**src/rtl/core/sbr_pkg.sv**
```systemverilog
// Shared constants, codes and types of the spectral band RMS block.
`timescale 1ns / 1ps

package sbr_pkg;

    // Field widths
    localparam int AMP_W      = 16;
    localparam int RMS_W      = 21;
    localparam int SCALED_W   = 37;
    localparam int IDX_W      = 11;
    localparam int SUM_W      = 42;
    localparam int FREQ_W     = 16;
    localparam int PCT_W      = 7;
    localparam int BLK_W      = 12;
    localparam int GAIN_W     = 32;
    localparam int CFG_IDX_W  = 3;
    localparam int CFG_DATA_W = 32;

    // Datapath widths
    localparam int EDGE_W     = 24;   // band edge in 1/1600 Hz units
    localparam int MULA_W     = 24;
    localparam int PROD_W     = MULA_W + GAIN_W;
    localparam int NUM_W      = SUM_W; // operand into the iterative unit
    localparam int DIV_W      = 35;   // edge * N
    localparam int DEN_W      = 27;   // 1600 * fs
    localparam int REM_W      = 28;
    localparam int CNT_W      = 6;
    localparam int DIV_STEPS  = DIV_W;
    localparam int SQRT_STEPS = RMS_W;

    // Constants
    localparam int MAX_BLOCK  = 2048;
    localparam int IDX_MAX    = 2047;
    localparam int PCT_FULL   = 100;
    localparam int FS_SCALE   = 1600;
    localparam int CUT_SCALE  = 100;

    // Configuration register indexes
    localparam logic [CFG_IDX_W-1:0] CFG_CENTER    = 3'd0;
    localparam logic [CFG_IDX_W-1:0] CFG_PERCENT   = 3'd1;
    localparam logic [CFG_IDX_W-1:0] CFG_LOW_CUT   = 3'd2;
    localparam logic [CFG_IDX_W-1:0] CFG_HIGH_CUT  = 3'd3;
    localparam logic [CFG_IDX_W-1:0] CFG_FS        = 3'd4;
    localparam logic [CFG_IDX_W-1:0] CFG_BLOCK     = 3'd5;
    localparam logic [CFG_IDX_W-1:0] CFG_GAIN      = 3'd6;

    // Register reset values
    localparam logic [FREQ_W-1:0] RST_CENTER   = 16'd0;
    localparam logic [PCT_W-1:0]  RST_PERCENT  = 7'd10;
    localparam logic [FREQ_W-1:0] RST_LOW_CUT  = 16'd160;
    localparam logic [FREQ_W-1:0] RST_HIGH_CUT = 16'd12800;
    localparam logic [FREQ_W-1:0] RST_FS       = 16'd1600;
    localparam logic [BLK_W-1:0]  RST_BLOCK    = 12'd1024;
    localparam logic [GAIN_W-1:0] RST_GAIN     = 32'd65536;

    typedef enum logic [3:0] {
        S_EDGE_LO,
        S_EDGE_HI,
        S_NUM_LO,
        S_DLO_GO,
        S_DLO_WAIT,
        S_NUM_HI,
        S_DHI_GO,
        S_DHI_WAIT,
        S_IDLE,
        S_SQ_GO,
        S_SQ_WAIT,
        S_SCALE,
        S_OUT
    } t_state;

    typedef enum logic {
        ITER_DIV,
        ITER_SQRT
    } t_iter_mode;

    typedef struct packed {
        logic       start;
        t_iter_mode mode;
    } t_iter_cmd;

    typedef struct packed {
        logic accept;
        logic clear;
    } t_acc_cmd;

endpackage

```
**src/rtl/core/sbr_bin_if.sv**
```systemverilog
// Channel carrying spectrum bins into the block.
`timescale 1ns / 1ps

interface sbr_bin_if;
    logic                             valid;
    logic                             ready;
    logic signed [sbr_pkg::AMP_W-1:0] bin_amplitude;
    logic                             last_bin;

    modport source (output valid, bin_amplitude, last_bin, input ready);
    modport sink (input valid, bin_amplitude, last_bin, output ready);
endinterface

```
**src/rtl/core/sbr_res_if.sv**
```systemverilog
// Channel carrying band RMS results out of the block.
`timescale 1ns / 1ps

interface sbr_res_if;
    logic                            valid;
    logic                            ready;
    logic [sbr_pkg::RMS_W-1:0]       band_rms;
    logic [sbr_pkg::SCALED_W-1:0]    band_rms_scaled;

    modport source (output valid, band_rms, band_rms_scaled, input ready);
    modport sink (input valid, band_rms, band_rms_scaled, output ready);
endinterface

```
**src/rtl/core/sbr_iter.sv**
```systemverilog
// Shared shift/compare/subtract unit: restoring divide and integer square root.
`timescale 1ns / 1ps

module sbr_iter (
    input  logic                        i_clk,
    input  logic                        i_rst_n,
    input  sbr_pkg::t_iter_cmd          i_cmd,
    input  logic [sbr_pkg::NUM_W-1:0]   i_num,
    input  logic [sbr_pkg::DEN_W-1:0]   i_den,
    output logic                        o_done,
    output logic [sbr_pkg::DIV_W-1:0]   o_res
);

    logic                         r_busy, n_busy;
    logic                         r_done, n_done;
    sbr_pkg::t_iter_mode          r_mode, n_mode;
    logic [sbr_pkg::CNT_W-1:0]    r_cnt, n_cnt;
    logic [sbr_pkg::NUM_W-1:0]    r_opnd, n_opnd;
    logic [sbr_pkg::REM_W-1:0]    r_rem, n_rem;
    logic [sbr_pkg::DIV_W-1:0]    r_res, n_res;
    logic [sbr_pkg::DEN_W-1:0]    r_den, n_den;

    logic [sbr_pkg::REM_W-1:0]    w_shifted;
    logic [sbr_pkg::REM_W-1:0]    w_trial;
    logic [sbr_pkg::REM_W:0]      w_diff;
    logic                         w_ge;

    // One digit step: bring in the next operand bits and try the subtract
    always_comb begin
        if (r_mode == sbr_pkg::ITER_DIV) begin
            w_shifted = {r_rem[sbr_pkg::REM_W-2:0], r_opnd[sbr_pkg::NUM_W-1]};
            w_trial   = {1'b0, r_den};
        end else begin
            w_shifted = {r_rem[sbr_pkg::REM_W-3:0], r_opnd[sbr_pkg::NUM_W-1 -: 2]};
            w_trial   = {{(sbr_pkg::REM_W - sbr_pkg::RMS_W - 2){1'b0}},
                         r_res[sbr_pkg::RMS_W-1:0], 2'b01};
        end
        w_diff = {1'b0, w_shifted} - {1'b0, w_trial};
        w_ge   = ~w_diff[sbr_pkg::REM_W];
    end

    always_comb begin
        n_busy = r_busy;
        n_done = 1'b0;
        n_mode = r_mode;
        n_cnt  = r_cnt;
        n_opnd = r_opnd;
        n_rem  = r_rem;
        n_res  = r_res;
        n_den  = r_den;
        if (i_cmd.start) begin
            n_busy = 1'b1;
            n_mode = i_cmd.mode;
            n_rem  = '0;
            n_res  = '0;
            n_den  = i_den;
            if (i_cmd.mode == sbr_pkg::ITER_DIV) begin
                n_opnd = i_num << (sbr_pkg::NUM_W - sbr_pkg::DIV_W);
                n_cnt  = sbr_pkg::CNT_W'(sbr_pkg::DIV_STEPS);
            end else begin
                n_opnd = i_num;
                n_cnt  = sbr_pkg::CNT_W'(sbr_pkg::SQRT_STEPS);
            end
        end else if (r_busy) begin
            n_rem = w_ge ? w_diff[sbr_pkg::REM_W-1:0] : w_shifted;
            n_res = {r_res[sbr_pkg::DIV_W-2:0], w_ge};
            n_opnd = (r_mode == sbr_pkg::ITER_DIV) ? (r_opnd << 1) : (r_opnd << 2);
            n_cnt = r_cnt - sbr_pkg::CNT_W'(1);
            if (r_cnt == sbr_pkg::CNT_W'(1)) begin
                n_busy = 1'b0;
                n_done = 1'b1;
            end
        end
    end

    always_ff @(posedge i_clk) begin
        if (!i_rst_n) begin
            r_busy <= 1'b0;
            r_done <= 1'b0;
            r_mode <= sbr_pkg::ITER_DIV;
            r_cnt  <= '0;
        end else begin
            r_busy <= n_busy;
            r_done <= n_done;
            r_mode <= n_mode;
            r_cnt  <= n_cnt;
        end
    end

    always_ff @(posedge i_clk) begin
        r_opnd <= n_opnd;
        r_rem  <= n_rem;
        r_res  <= n_res;
        r_den  <= n_den;
    end

    assign o_done = r_done;
    assign o_res  = r_res;

endmodule

```
**src/rtl/core/sbr_accum.sv**
```systemverilog
// Bin counter and saturating in-band energy accumulator.
`timescale 1ns / 1ps

module sbr_accum (
    input  logic                              i_clk,
    input  logic                              i_rst_n,
    input  sbr_pkg::t_acc_cmd                 i_cmd,
    input  logic signed [sbr_pkg::AMP_W-1:0]  i_amp,
    input  logic [sbr_pkg::IDX_W-1:0]         i_low_idx,
    input  logic [sbr_pkg::IDX_W-1:0]         i_high_idx,
    output logic [sbr_pkg::SUM_W-1:0]         o_energy
);

    logic [sbr_pkg::IDX_W-1:0]        r_bin_cnt, n_bin_cnt;
    logic [sbr_pkg::SUM_W-1:0]        r_sum, n_sum;

    logic signed [2*sbr_pkg::AMP_W-1:0] w_sq;
    logic [2*sbr_pkg::AMP_W-1:0]        w_term;
    logic [sbr_pkg::SUM_W:0]            w_add;
    logic                               w_in_band;

    assign w_sq      = i_amp * i_amp;
    assign w_term    = {w_sq[2*sbr_pkg::AMP_W-2:0], 1'b0};
    assign w_add     = {1'b0, r_sum} + (sbr_pkg::SUM_W + 1)'(w_term);
    assign w_in_band = (r_bin_cnt >= i_low_idx) && (r_bin_cnt <= i_high_idx);

    always_comb begin
        n_bin_cnt = r_bin_cnt;
        n_sum     = r_sum;
        if (i_cmd.clear) begin
            n_bin_cnt = '0;
            n_sum     = '0;
        end else if (i_cmd.accept) begin
            if (w_in_band) begin
                // saturate at the top of the accumulator
                n_sum = w_add[sbr_pkg::SUM_W] ? '1 : w_add[sbr_pkg::SUM_W-1:0];
            end
            if (r_bin_cnt != sbr_pkg::IDX_W'(sbr_pkg::IDX_MAX)) begin
                n_bin_cnt = r_bin_cnt + sbr_pkg::IDX_W'(1);
            end
        end
    end

    always_ff @(posedge i_clk) begin
        if (!i_rst_n) begin
            r_bin_cnt <= '0;
            r_sum     <= '0;
        end else begin
            r_bin_cnt <= n_bin_cnt;
            r_sum     <= n_sum;
        end
    end

    assign o_energy = r_sum;

endmodule

```
**src/rtl/core/spectral_band_rms.sv**
```systemverilog
// Top level of the spectral band RMS block: registers, sequencer and datapath.
//
// Usage: spectrum bins of one real FFT arrive on i_bin in order, bin 0 first,
// with last_bin set on the final bin. Bins inside the band add 2*a^2 to an
// exact 42-bit accumulator, one bin per cycle with no stall. A transfer that
// carries last_bin starts the shared shift/subtract unit on a 21-step square
// root; the result then goes through one multiply by the Q16.16 gain and is
// placed in an output register. i_bin is held not ready from the last bin until
// the result is in the output register. The output register holds band_rms and
// band_rms_scaled until o_res takes the transfer; bins of the next spectrum are
// accepted while it waits, and only a further last bin stalls behind it.
// Band edges are recomputed after reset and after every register write: two
// multiplies per edge and two 35-step divides on the same shared unit, during which
// i_bin is not ready. Configuration writes on i_cfg_* take effect at once and must
// only arrive while the block is idle.
// Reset is synchronous, active low: registers return to their defaults, the
// accumulator and bin counter clear and the band computation starts.
`timescale 1ns / 1ps

module spectral_band_rms (
    input  logic                               i_clk,
    input  logic                               i_rst_n,
    input  logic                               i_cfg_we,
    input  logic [sbr_pkg::CFG_IDX_W-1:0]      i_cfg_idx,
    input  logic [sbr_pkg::CFG_DATA_W-1:0]     i_cfg_data,
    sbr_bin_if.sink                            i_bin,
    sbr_res_if.source                          o_res
);

    // Configuration registers
    logic [sbr_pkg::FREQ_W-1:0]   r_center;
    logic [sbr_pkg::PCT_W-1:0]    r_pct;
    logic [sbr_pkg::FREQ_W-1:0]   r_low_cut;
    logic [sbr_pkg::FREQ_W-1:0]   r_high_cut;
    logic [sbr_pkg::FREQ_W-1:0]   r_fs;
    logic [sbr_pkg::BLK_W-1:0]    r_blk;
    logic [sbr_pkg::GAIN_W-1:0]   r_gain;

    // Sequencer
    sbr_pkg::t_state              r_state, n_state;

    // Datapath registers
    logic [sbr_pkg::EDGE_W-1:0]   r_lo;
    logic [sbr_pkg::EDGE_W-1:0]   r_hi;
    logic [sbr_pkg::PROD_W-1:0]   r_prod;
    logic [sbr_pkg::IDX_W-1:0]    r_low_idx;
    logic [sbr_pkg::IDX_W-1:0]    r_high_idx;
    logic [sbr_pkg::RMS_W-1:0]    r_rms;

    // Output register
    logic                         r_out_valid;
    logic [sbr_pkg::RMS_W-1:0]    r_out_rms;
    logic [sbr_pkg::SCALED_W-1:0] r_out_scaled;

    // Decoded controls
    logic                         w_in_ready;
    logic                         w_bin_xfer;
    logic                         w_mul_en;
    logic                         w_out_load;
    sbr_pkg::t_iter_cmd           w_iter_cmd;
    sbr_pkg::t_acc_cmd            w_acc_cmd;

    // Datapath wires
    logic [sbr_pkg::BLK_W-1:0]    w_n;
    logic [sbr_pkg::IDX_W-1:0]    w_n_half;
    logic [sbr_pkg::FREQ_W-1:0]   w_fs_eff;
    logic [sbr_pkg::DEN_W-1:0]    w_den;
    logic [sbr_pkg::EDGE_W-1:0]   w_lc;
    logic [sbr_pkg::EDGE_W-1:0]   w_hc;
    logic [sbr_pkg::MULA_W-1:0]   w_mul_a;
    logic [sbr_pkg::GAIN_W-1:0]   w_mul_b;
    logic [sbr_pkg::PROD_W-1:0]   w_prod;
    logic [sbr_pkg::NUM_W-1:0]    w_iter_num;
    logic                         w_iter_done;
    logic [sbr_pkg::DIV_W-1:0]    w_iter_res;
    logic [sbr_pkg::SUM_W-1:0]    w_energy;

    // ------------------------------------------------------------------
    // Configuration writes; unknown indexes drop silently
    // ------------------------------------------------------------------
    always_ff @(posedge i_clk) begin
        if (!i_rst_n) begin
            r_center   <= sbr_pkg::RST_CENTER;
            r_pct      <= sbr_pkg::RST_PERCENT;
            r_low_cut  <= sbr_pkg::RST_LOW_CUT;
            r_high_cut <= sbr_pkg::RST_HIGH_CUT;
            r_fs       <= sbr_pkg::RST_FS;
            r_blk      <= sbr_pkg::RST_BLOCK;
            r_gain     <= sbr_pkg::RST_GAIN;
        end else if (i_cfg_we) begin
            case (i_cfg_idx)
                sbr_pkg::CFG_CENTER:   r_center   <= i_cfg_data[sbr_pkg::FREQ_W-1:0];
                sbr_pkg::CFG_PERCENT:  r_pct      <= i_cfg_data[sbr_pkg::PCT_W-1:0];
                sbr_pkg::CFG_LOW_CUT:  r_low_cut  <= i_cfg_data[sbr_pkg::FREQ_W-1:0];
                sbr_pkg::CFG_HIGH_CUT: r_high_cut <= i_cfg_data[sbr_pkg::FREQ_W-1:0];
                sbr_pkg::CFG_FS:       r_fs       <= i_cfg_data[sbr_pkg::FREQ_W-1:0];
                sbr_pkg::CFG_BLOCK:    r_blk      <= i_cfg_data[sbr_pkg::BLK_W-1:0];
                sbr_pkg::CFG_GAIN:     r_gain     <= i_cfg_data[sbr_pkg::GAIN_W-1:0];
                default: ;
            endcase
        end
    end

    // ------------------------------------------------------------------
    // Derived band quantities
    // ------------------------------------------------------------------
    assign w_n = (r_blk > sbr_pkg::BLK_W'(sbr_pkg::MAX_BLOCK)) ?
                 sbr_pkg::BLK_W'(sbr_pkg::MAX_BLOCK) : r_blk;
    assign w_n_half = w_n[sbr_pkg::BLK_W-1:1];
    assign w_fs_eff = (r_fs == '0) ? sbr_pkg::FREQ_W'(1) : r_fs;
    assign w_den = sbr_pkg::DEN_W'(w_fs_eff) * sbr_pkg::DEN_W'(sbr_pkg::FS_SCALE);
    assign w_lc = sbr_pkg::EDGE_W'(r_low_cut) * sbr_pkg::EDGE_W'(sbr_pkg::CUT_SCALE);
    assign w_hc = sbr_pkg::EDGE_W'(r_high_cut) * sbr_pkg::EDGE_W'(sbr_pkg::CUT_SCALE);

    // ------------------------------------------------------------------
    // Sequencer: next state
    // ------------------------------------------------------------------
    always_comb begin
        n_state = r_state;
        case (r_state)
            sbr_pkg::S_EDGE_LO:  n_state = sbr_pkg::S_EDGE_HI;
            sbr_pkg::S_EDGE_HI:  n_state = sbr_pkg::S_NUM_LO;
            sbr_pkg::S_NUM_LO:   n_state = sbr_pkg::S_DLO_GO;
            sbr_pkg::S_DLO_GO:   n_state = sbr_pkg::S_DLO_WAIT;
            sbr_pkg::S_DLO_WAIT: begin
                if (w_iter_done) n_state = sbr_pkg::S_NUM_HI;
            end
            sbr_pkg::S_NUM_HI:   n_state = sbr_pkg::S_DHI_GO;
            sbr_pkg::S_DHI_GO:   n_state = sbr_pkg::S_DHI_WAIT;
            sbr_pkg::S_DHI_WAIT: begin
                if (w_iter_done) n_state = sbr_pkg::S_IDLE;
            end
            sbr_pkg::S_IDLE: begin
                if (w_bin_xfer && i_bin.last_bin) n_state = sbr_pkg::S_SQ_GO;
            end
            sbr_pkg::S_SQ_GO:    n_state = sbr_pkg::S_SQ_WAIT;
            sbr_pkg::S_SQ_WAIT: begin
                if (w_iter_done) n_state = sbr_pkg::S_SCALE;
            end
            sbr_pkg::S_SCALE:    n_state = sbr_pkg::S_OUT;
            sbr_pkg::S_OUT: begin
                if (!r_out_valid || o_res.ready) n_state = sbr_pkg::S_IDLE;
            end
            default:             n_state = sbr_pkg::S_EDGE_LO;
        endcase
        // any register write restarts the band computation
        if (i_cfg_we) n_state = sbr_pkg::S_EDGE_LO;
    end

    always_ff @(posedge i_clk) begin
        if (!i_rst_n) begin
            r_state <= sbr_pkg::S_EDGE_LO;
        end else begin
            r_state <= n_state;
        end
    end

    // ------------------------------------------------------------------
    // Sequencer: decoded controls
    // ------------------------------------------------------------------
    always_comb begin
        w_in_ready       = (r_state == sbr_pkg::S_IDLE) && !i_cfg_we;
        w_bin_xfer       = w_in_ready && i_bin.valid;
        w_iter_cmd.start = (r_state == sbr_pkg::S_DLO_GO) || (r_state == sbr_pkg::S_DHI_GO) ||
                           (r_state == sbr_pkg::S_SQ_GO);
        w_iter_cmd.mode  = (r_state == sbr_pkg::S_SQ_GO) ? sbr_pkg::ITER_SQRT :
                                                           sbr_pkg::ITER_DIV;
        w_acc_cmd.accept = w_bin_xfer;
        w_acc_cmd.clear  = (r_state == sbr_pkg::S_SQ_GO);
        w_out_load       = (r_state == sbr_pkg::S_OUT) && (!r_out_valid || o_res.ready);
        w_mul_en         = 1'b1;
        w_mul_a          = '0;
        w_mul_b          = '0;
        case (r_state)
            sbr_pkg::S_EDGE_LO: begin
                // lower edge: C * (100 - p), nothing below zero
                w_mul_a = sbr_pkg::MULA_W'(r_center);
                w_mul_b = (r_pct > sbr_pkg::PCT_W'(sbr_pkg::PCT_FULL)) ? '0 :
                          sbr_pkg::GAIN_W'(sbr_pkg::PCT_W'(sbr_pkg::PCT_FULL) - r_pct);
            end
            sbr_pkg::S_EDGE_HI: begin
                w_mul_a = sbr_pkg::MULA_W'(r_center);
                w_mul_b = sbr_pkg::GAIN_W'(r_pct) + sbr_pkg::GAIN_W'(sbr_pkg::PCT_FULL);
            end
            sbr_pkg::S_NUM_LO: begin
                w_mul_a = r_lo;
                w_mul_b = sbr_pkg::GAIN_W'(w_n);
            end
            sbr_pkg::S_NUM_HI: begin
                w_mul_a = r_hi;
                w_mul_b = sbr_pkg::GAIN_W'(w_n);
            end
            sbr_pkg::S_SCALE: begin
                w_mul_a = sbr_pkg::MULA_W'(r_rms);
                w_mul_b = r_gain;
            end
            default: w_mul_en = 1'b0;
        endcase
    end

    assign w_prod     = sbr_pkg::PROD_W'(w_mul_a) * sbr_pkg::PROD_W'(w_mul_b);
    assign w_iter_num = (r_state == sbr_pkg::S_SQ_GO) ? w_energy :
                        sbr_pkg::NUM_W'(r_prod[sbr_pkg::DIV_W-1:0]);

    // ------------------------------------------------------------------
    // Datapath registers
    // ------------------------------------------------------------------
    always_ff @(posedge i_clk) begin
        if (w_mul_en) r_prod <= w_prod;
        case (r_state)
            sbr_pkg::S_EDGE_HI: begin
                // clamp the lower edge up to the low cutoff
                r_lo <= (r_prod[sbr_pkg::EDGE_W-1:0] <= w_lc) ? w_lc :
                        r_prod[sbr_pkg::EDGE_W-1:0];
            end
            sbr_pkg::S_NUM_LO: begin
                // clamp the upper edge down to the high cutoff
                r_hi <= (r_prod[sbr_pkg::EDGE_W-1:0] >= w_hc) ? w_hc :
                        r_prod[sbr_pkg::EDGE_W-1:0];
            end
            sbr_pkg::S_DLO_WAIT: begin
                if (w_iter_done) begin
                    r_low_idx <= (w_iter_res >= sbr_pkg::DIV_W'(sbr_pkg::IDX_MAX)) ?
                                 sbr_pkg::IDX_W'(sbr_pkg::IDX_MAX) :
                                 w_iter_res[sbr_pkg::IDX_W-1:0] + sbr_pkg::IDX_W'(1);
                end
            end
            sbr_pkg::S_DHI_WAIT: begin
                if (w_iter_done) begin
                    r_high_idx <= (w_iter_res > sbr_pkg::DIV_W'(w_n_half)) ? w_n_half :
                                  w_iter_res[sbr_pkg::IDX_W-1:0];
                end
            end
            sbr_pkg::S_SQ_WAIT: begin
                // an empty band reports one
                if (w_iter_done) begin
                    r_rms <= (w_iter_res[sbr_pkg::RMS_W-1:0] == '0) ? sbr_pkg::RMS_W'(1) :
                             w_iter_res[sbr_pkg::RMS_W-1:0];
                end
            end
            default: ;
        endcase
    end

    // ------------------------------------------------------------------
    // Output register
    // ------------------------------------------------------------------
    always_ff @(posedge i_clk) begin
        if (!i_rst_n) begin
            r_out_valid <= 1'b0;
        end else if (w_out_load) begin
            r_out_valid <= 1'b1;
        end else if (o_res.ready) begin
            r_out_valid <= 1'b0;
        end
    end

    always_ff @(posedge i_clk) begin
        if (w_out_load) begin
            r_out_rms    <= r_rms;
            r_out_scaled <= r_prod[16 +: sbr_pkg::SCALED_W];
        end
    end

    assign i_bin.ready           = w_in_ready;
    assign o_res.valid           = r_out_valid;
    assign o_res.band_rms        = r_out_rms;
    assign o_res.band_rms_scaled = r_out_scaled;

    // ------------------------------------------------------------------
    // Units
    // ------------------------------------------------------------------
    sbr_iter u_iter (
        .i_clk   (i_clk),
        .i_rst_n (i_rst_n),
        .i_cmd   (w_iter_cmd),
        .i_num   (w_iter_num),
        .i_den   (w_den),
        .o_done  (w_iter_done),
        .o_res   (w_iter_res)
    );

    sbr_accum u_accum (
        .i_clk      (i_clk),
        .i_rst_n    (i_rst_n),
        .i_cmd      (w_acc_cmd),
        .i_amp      (i_bin.bin_amplitude),
        .i_low_idx  (r_low_idx),
        .i_high_idx (r_high_idx),
        .o_energy   (w_energy)
    );

`ifndef SYNTH
    // the upper band index never passes the middle of the spectrum
    a_high_idx_bound: assert property (@(posedge i_clk) disable iff (!i_rst_n)
        (r_state == sbr_pkg::S_IDLE) |-> (r_high_idx <= w_n_half))
        else $error("band upper index beyond N/2");

    // the shared unit finishes only where the sequencer waits for it
    a_done_in_wait: assert property (@(posedge i_clk) disable iff (!i_rst_n)
        w_iter_done |-> (r_state == sbr_pkg::S_DLO_WAIT || r_state == sbr_pkg::S_DHI_WAIT ||
                         r_state == sbr_pkg::S_SQ_WAIT))
        else $error("iterative unit done outside a wait state");

    // a new result appears only out of the output state
    a_out_from_seq: assert property (@(posedge i_clk) disable iff (!i_rst_n)
        $rose(r_out_valid) |-> ($past(r_state) == sbr_pkg::S_OUT))
        else $error("result loaded outside the output state");

    // a delivered root is never zero
    a_rms_nonzero: assert property (@(posedge i_clk) disable iff (!i_rst_n)
        r_out_valid |-> (r_out_rms != '0))
        else $error("band rms of zero presented");
`endif

endmodule

```
**src/flat_wrapper.sv**
```systemverilog
// flat-port wrapper written by rule: the top's interface ports become plain ports
module spectral_band_rms_flat 
  (i_clk, i_rst_n, i_cfg_we, i_cfg_idx, i_cfg_data, i_bin_valid, i_bin_bin_amplitude, i_bin_last_bin, i_bin_ready, o_res_valid, o_res_band_rms, o_res_band_rms_scaled, o_res_ready);
  sbr_bin_if i_bin_i ();
  sbr_res_if o_res_i ();
  input  logic i_clk;
  input  logic i_rst_n;
  input  logic i_cfg_we;
  input  logic [sbr_pkg::CFG_IDX_W-1:0] i_cfg_idx;
  input  logic [sbr_pkg::CFG_DATA_W-1:0] i_cfg_data;
  input wire logic [$bits(i_bin_i.valid)-1:0] i_bin_valid;
  input wire logic [$bits(i_bin_i.bin_amplitude)-1:0] i_bin_bin_amplitude;
  input wire logic [$bits(i_bin_i.last_bin)-1:0] i_bin_last_bin;
  output wire logic [$bits(i_bin_i.ready)-1:0] i_bin_ready;
  output wire logic [$bits(o_res_i.valid)-1:0] o_res_valid;
  output wire logic [$bits(o_res_i.band_rms)-1:0] o_res_band_rms;
  output wire logic [$bits(o_res_i.band_rms_scaled)-1:0] o_res_band_rms_scaled;
  input wire logic [$bits(o_res_i.ready)-1:0] o_res_ready;
  assign i_bin_i.valid = i_bin_valid;
  assign i_bin_i.bin_amplitude = i_bin_bin_amplitude;
  assign i_bin_i.last_bin = i_bin_last_bin;
  assign i_bin_ready = i_bin_i.ready;
  assign o_res_valid = o_res_i.valid;
  assign o_res_band_rms = o_res_i.band_rms;
  assign o_res_band_rms_scaled = o_res_i.band_rms_scaled;
  assign o_res_i.ready = o_res_ready;
  spectral_band_rms u_core (.i_clk(i_clk), .i_rst_n(i_rst_n), .i_cfg_we(i_cfg_we), .i_cfg_idx(i_cfg_idx), .i_cfg_data(i_cfg_data), .i_bin(i_bin_i), .o_res(o_res_i));
endmodule
```
**config.mk**
```make
export PLATFORM = sky130hd
export DESIGN_NAME = spectral_band_rms_flat
export DESIGN_NICKNAME = d
export VERILOG_FILES = /design/src/rtl/core/sbr_pkg.sv /design/src/rtl/core/sbr_bin_if.sv /design/src/rtl/core/sbr_res_if.sv /design/src/rtl/core/sbr_iter.sv /design/src/rtl/core/sbr_accum.sv /design/src/rtl/core/spectral_band_rms.sv /design/src/flat_wrapper.sv
export SDC_FILE = /design/constraint.sdc
export NUM_CORES = 2
export LEC_CHECK = 0
export ABC_AREA = 0
export BUFFER_PORTS_ARGS = -buffer_cell sky130_fd_sc_hd__buf_2
export CAP_MARGIN = 20
export CORE_ASPECT_RATIO = 1.5
export CORE_UTILIZATION = 60
export DETAILED_ROUTE_END_ITERATION = 8
export GPL_TIMING_DRIVEN = 1
export PLACE_DENSITY_LB_ADDON = 0.05
export SLEW_MARGIN = 20
export SYNTH_ARGS = -nofsm -noshare
export SYNTH_HDL_FRONTEND = slang
export SYNTH_SLANG_ARGS = --single-unit
```
**constraint.sdc**
```tcl
create_clock -name i_clk -period 12.12 [get_ports i_clk]
set_input_delay 2.424 -clock i_clk [delete_from_list [all_inputs] [get_ports i_clk]]
set_output_delay 2.424 -clock i_clk [all_outputs]
set_load 0.1 [all_outputs]
```
==> flow_summary.ini <==
[detailed_routing]
detail-route-antenna-nets = 0
route.detailed.drc = 2
drtIter0Drc = 3417
totalWireLength_um = 177400
wire_per_inst_um = 21.69
vias = 47660
drt_first_pass_iters = 8
via_per_inst = 5.829

[grt]
grtUsageTotal_pct = 34.73
grt_max_degree = 103
antenna_found_initial = 10
grt_pass1_wl_um = 278000
overflow = 0
grt_pass1_vias = 49420

[synth]
synth-edff-count = 265
ys_types = 81
async_flop_share_pct = 0
ys.flop_type = edfxtp_1
synth.area.top_cells = fa_1 (30%), edfxtp_1 (13%), ha_1 (11%), dfxtp_1 (7.9%), inv_1 (7.7%)
synth_top_area_share_pct = 29.69
yosysWarnings = 0
synth_area_sq_mm = 0.06218
yosys.area.top_type = fa_1
ys_ff_latch = 509
ys_seq_area_share_pct = 20.65
syn_avg_cell_area_sq_um = 9.120
syn_inst = 6818

[critical_path]
crit_top_cell = fa_1
endpoint_kind = flop
slowest_delay_ns = 0.69
crit_required_ns = 12.46
cp_slowest_cell = buf_4
cp_max_fo = 68
worst_setup_path_start_kind = flop
cp.arrival_ns = 10.94
critPathKind = flop to flop

[power_and_ir_drop]
powerDensity_mw_per_mm2 = 194.9
peakVddDrop_mv = 0.9248
p_leak_nw = 31.50

[layout]
finalNetCount = 8340
drive_gt1_share_pct = 5.481
stdcell_count = 8177
syn_to_final_growth_pct = 6.069
layout_common_cells = inv_1 (1,270), nand2_1 (996), fa_1 (922)
mostFrequentLayoutCell = inv_1

[timing]
tns_ns = 0
slew_headroom_pct = 17.28
fin_crit_sh_pct = 87.44
fin_crit_ns = 10.60
slew_viol_final = 0
hold_violations = 0
rsz0062_at_grt = false
setup_viol = 0
fmax_mhz = 94.36
tightest_slew_ns = 1.241
skew_ns = 0.08877

[clock_network]
cts.sinks = 509
post_cts_buffers = 0
cts_buffer_depth = 3
cts_root_buf = clkbuf_16
hold_buffers = 0
htreeDepth = 2
clkTransAtPathRegs_ns = 0.07
clkLatencyLatePin_ns = 0.68
cts_resized = 0
cts_buffers = 55
cts_tree = done

[floorplanning]
start_util_pct = 60.54
die_area_sq_mm = 0.1049
placementRows = 144
die_w_um = 264.8
io_pins = 117
die_h_um = 396.3
fp.coreArea_sq_mm = 0.1027

[placement]
gp_congestion = 0.9664
place_hpwl_um = 142100
dp_cells = 8071
placement.io_buffers = 116

[status]
violations = DRC
status = finished with violations

[run]
maxCapViolations = 0

[worst_hold_path]
hp-class = flop to flop
cells in the mapped netlist, drive strengths merged (17+ instances only):
cell / instances
o21a: 32
a31oi: 36
nand2b: 48
fa: 922
o211ai: 17
a21boi: 104
nor3: 47
nand4: 29
xor2: 84
and2: 80
edfxtp: 265
mux2i: 131
and3: 33
ha: 547
nand3: 68
dfxtp: 244
a21oi: 291
inv: 1271
clkbuf: 264
nor2: 451
o21ai: 227
a211oi: 32
xnor2: 124
nand2: 1003
buf: 40
mux2: 35
nor2b: 46
a21o: 114
final cells by class:
cell class	count	area, sq um
diodes	3	7.507
clock buffers	68	1478
clock inverters	35	356.6
fillers	8897	36750
inverters	1272	4775
multi-input cells	4786	43700
flip-flops and latches	509	12850
well taps	1314	1644
repair buffers	190	1139
state kept, by name, summed over array words and instances, names as in the netlist, 4 cells and up:
| signal | count |
|---|---|
| u_core.r_center | 16 |
| u_core.r_gain | 32 |
| u_core.r_low_idx | 11 |
| u_core.u_accum.r_bin_cnt | 11 |
| u_core.r_low_cut | 16 |
| u_core.u_accum.o_energy | 42 |
| u_core.r_hi | 24 |
| u_core.r_high_cut | 16 |
| u_core.o_res.band_rms_scaled | 37 |
| u_core.r_prod | 53 |
| u_core.r_rms | 21 |
| u_core.o_res.band_rms | 21 |
| u_core.r_state | 4 |
| u_core.u_iter.r_opnd | 42 |
| u_core.u_iter.r_rem | 27 |
| u_core.r_fs | 16 |
| u_core.r_lo | 24 |
| u_core.r_blk | 12 |
| u_core.r_pct | 7 |
| u_core.u_iter.r_cnt | 6 |
| u_core.r_high_idx | 11 |
| u_core.u_iter.o_res | 35 |
| u_core.u_iter.r_den | 21 |
worst max-delay path, delay by kind of cell, from the launching register on:
kind | cells | cell delay, ns
compound gates | 9 | 2.66
xor+xnor | 1 | 0.12
fa+ha+maj | 8 | 3.83
buf+inv | 8 | 1.55
flops | 1 | 0.68
simple gates | 5 | 1.40
metal layers:
metal  global-route usage, %  routed length (um)  vias up
li1                        -                   -    21620
met1                   41.67               66670    23820
met2                   59.23               86910     1706
met3                   5.788               12090      508
met4                   19.46               11660        4
met5                       0                  26        -
through the flow:
step / power [mW] / setup slack [ns] / cell area (sq um) / hold slack [ns] / utilization, %
after floorplan: 8.802 / 1.885 / 62380 / 0.4003 / -
after global placement: 10.97 / 1.079 / 64100 / 0.4057 / 62.42
after detailed placement: 11.10 / 0.9063 / 64100 / 0.4055 / 62.42
after CTS: 12.86 / 1.558 / 65940 / 0.4227 / 64.20
after global routing: 13.96 / 0.6553 / 65940 / 0.4323 / 64.21
final: 12.86 / 1.522 / 65950 / 0.4217 / 64.22
path summary, 6_finish.rpt:
kind | start | end | slack [ns] | cells past startpoint
max reg2reg | u_core.r_state[3]$_SDFFE_PP0P_ | u_core.r_prod[52]$_DFFE_PP_ | 1.52 | 31
max | u_core.r_state[3]$_SDFFE_PP0P_ | u_core.r_prod[52]$_DFFE_PP_ | 1.52 | 31
min | u_core.r_prod[43]$_DFFE_PP_ | u_core.o_res.band_rms_scaled[27]$_DFFE_PP_ | 0.42 | 0
min reg2reg | u_core.r_prod[43]$_DFFE_PP_ | u_core.o_res.band_rms_scaled[27]$_DFFE_PP_ | 0.42 | 0
kinds of logic after synthesis:
group | share of synthesized area (%)
simple gates | 12.90
buf+inv | 9.558
fa+ha+maj | 40.69
compound gates | 10.51
flops | 20.65
xor+xnor | 2.930
mux | 2.743
other cells | 0.01208
report_power, final:
group	leakage, nW	switching, mW	internal, mW
combinational	26.1	5.47	3.57
clock	0.887	0.783	0.930
sequential	4.50	0.132	1.97
No activity file was read; power rests on OpenSTA's default activity.
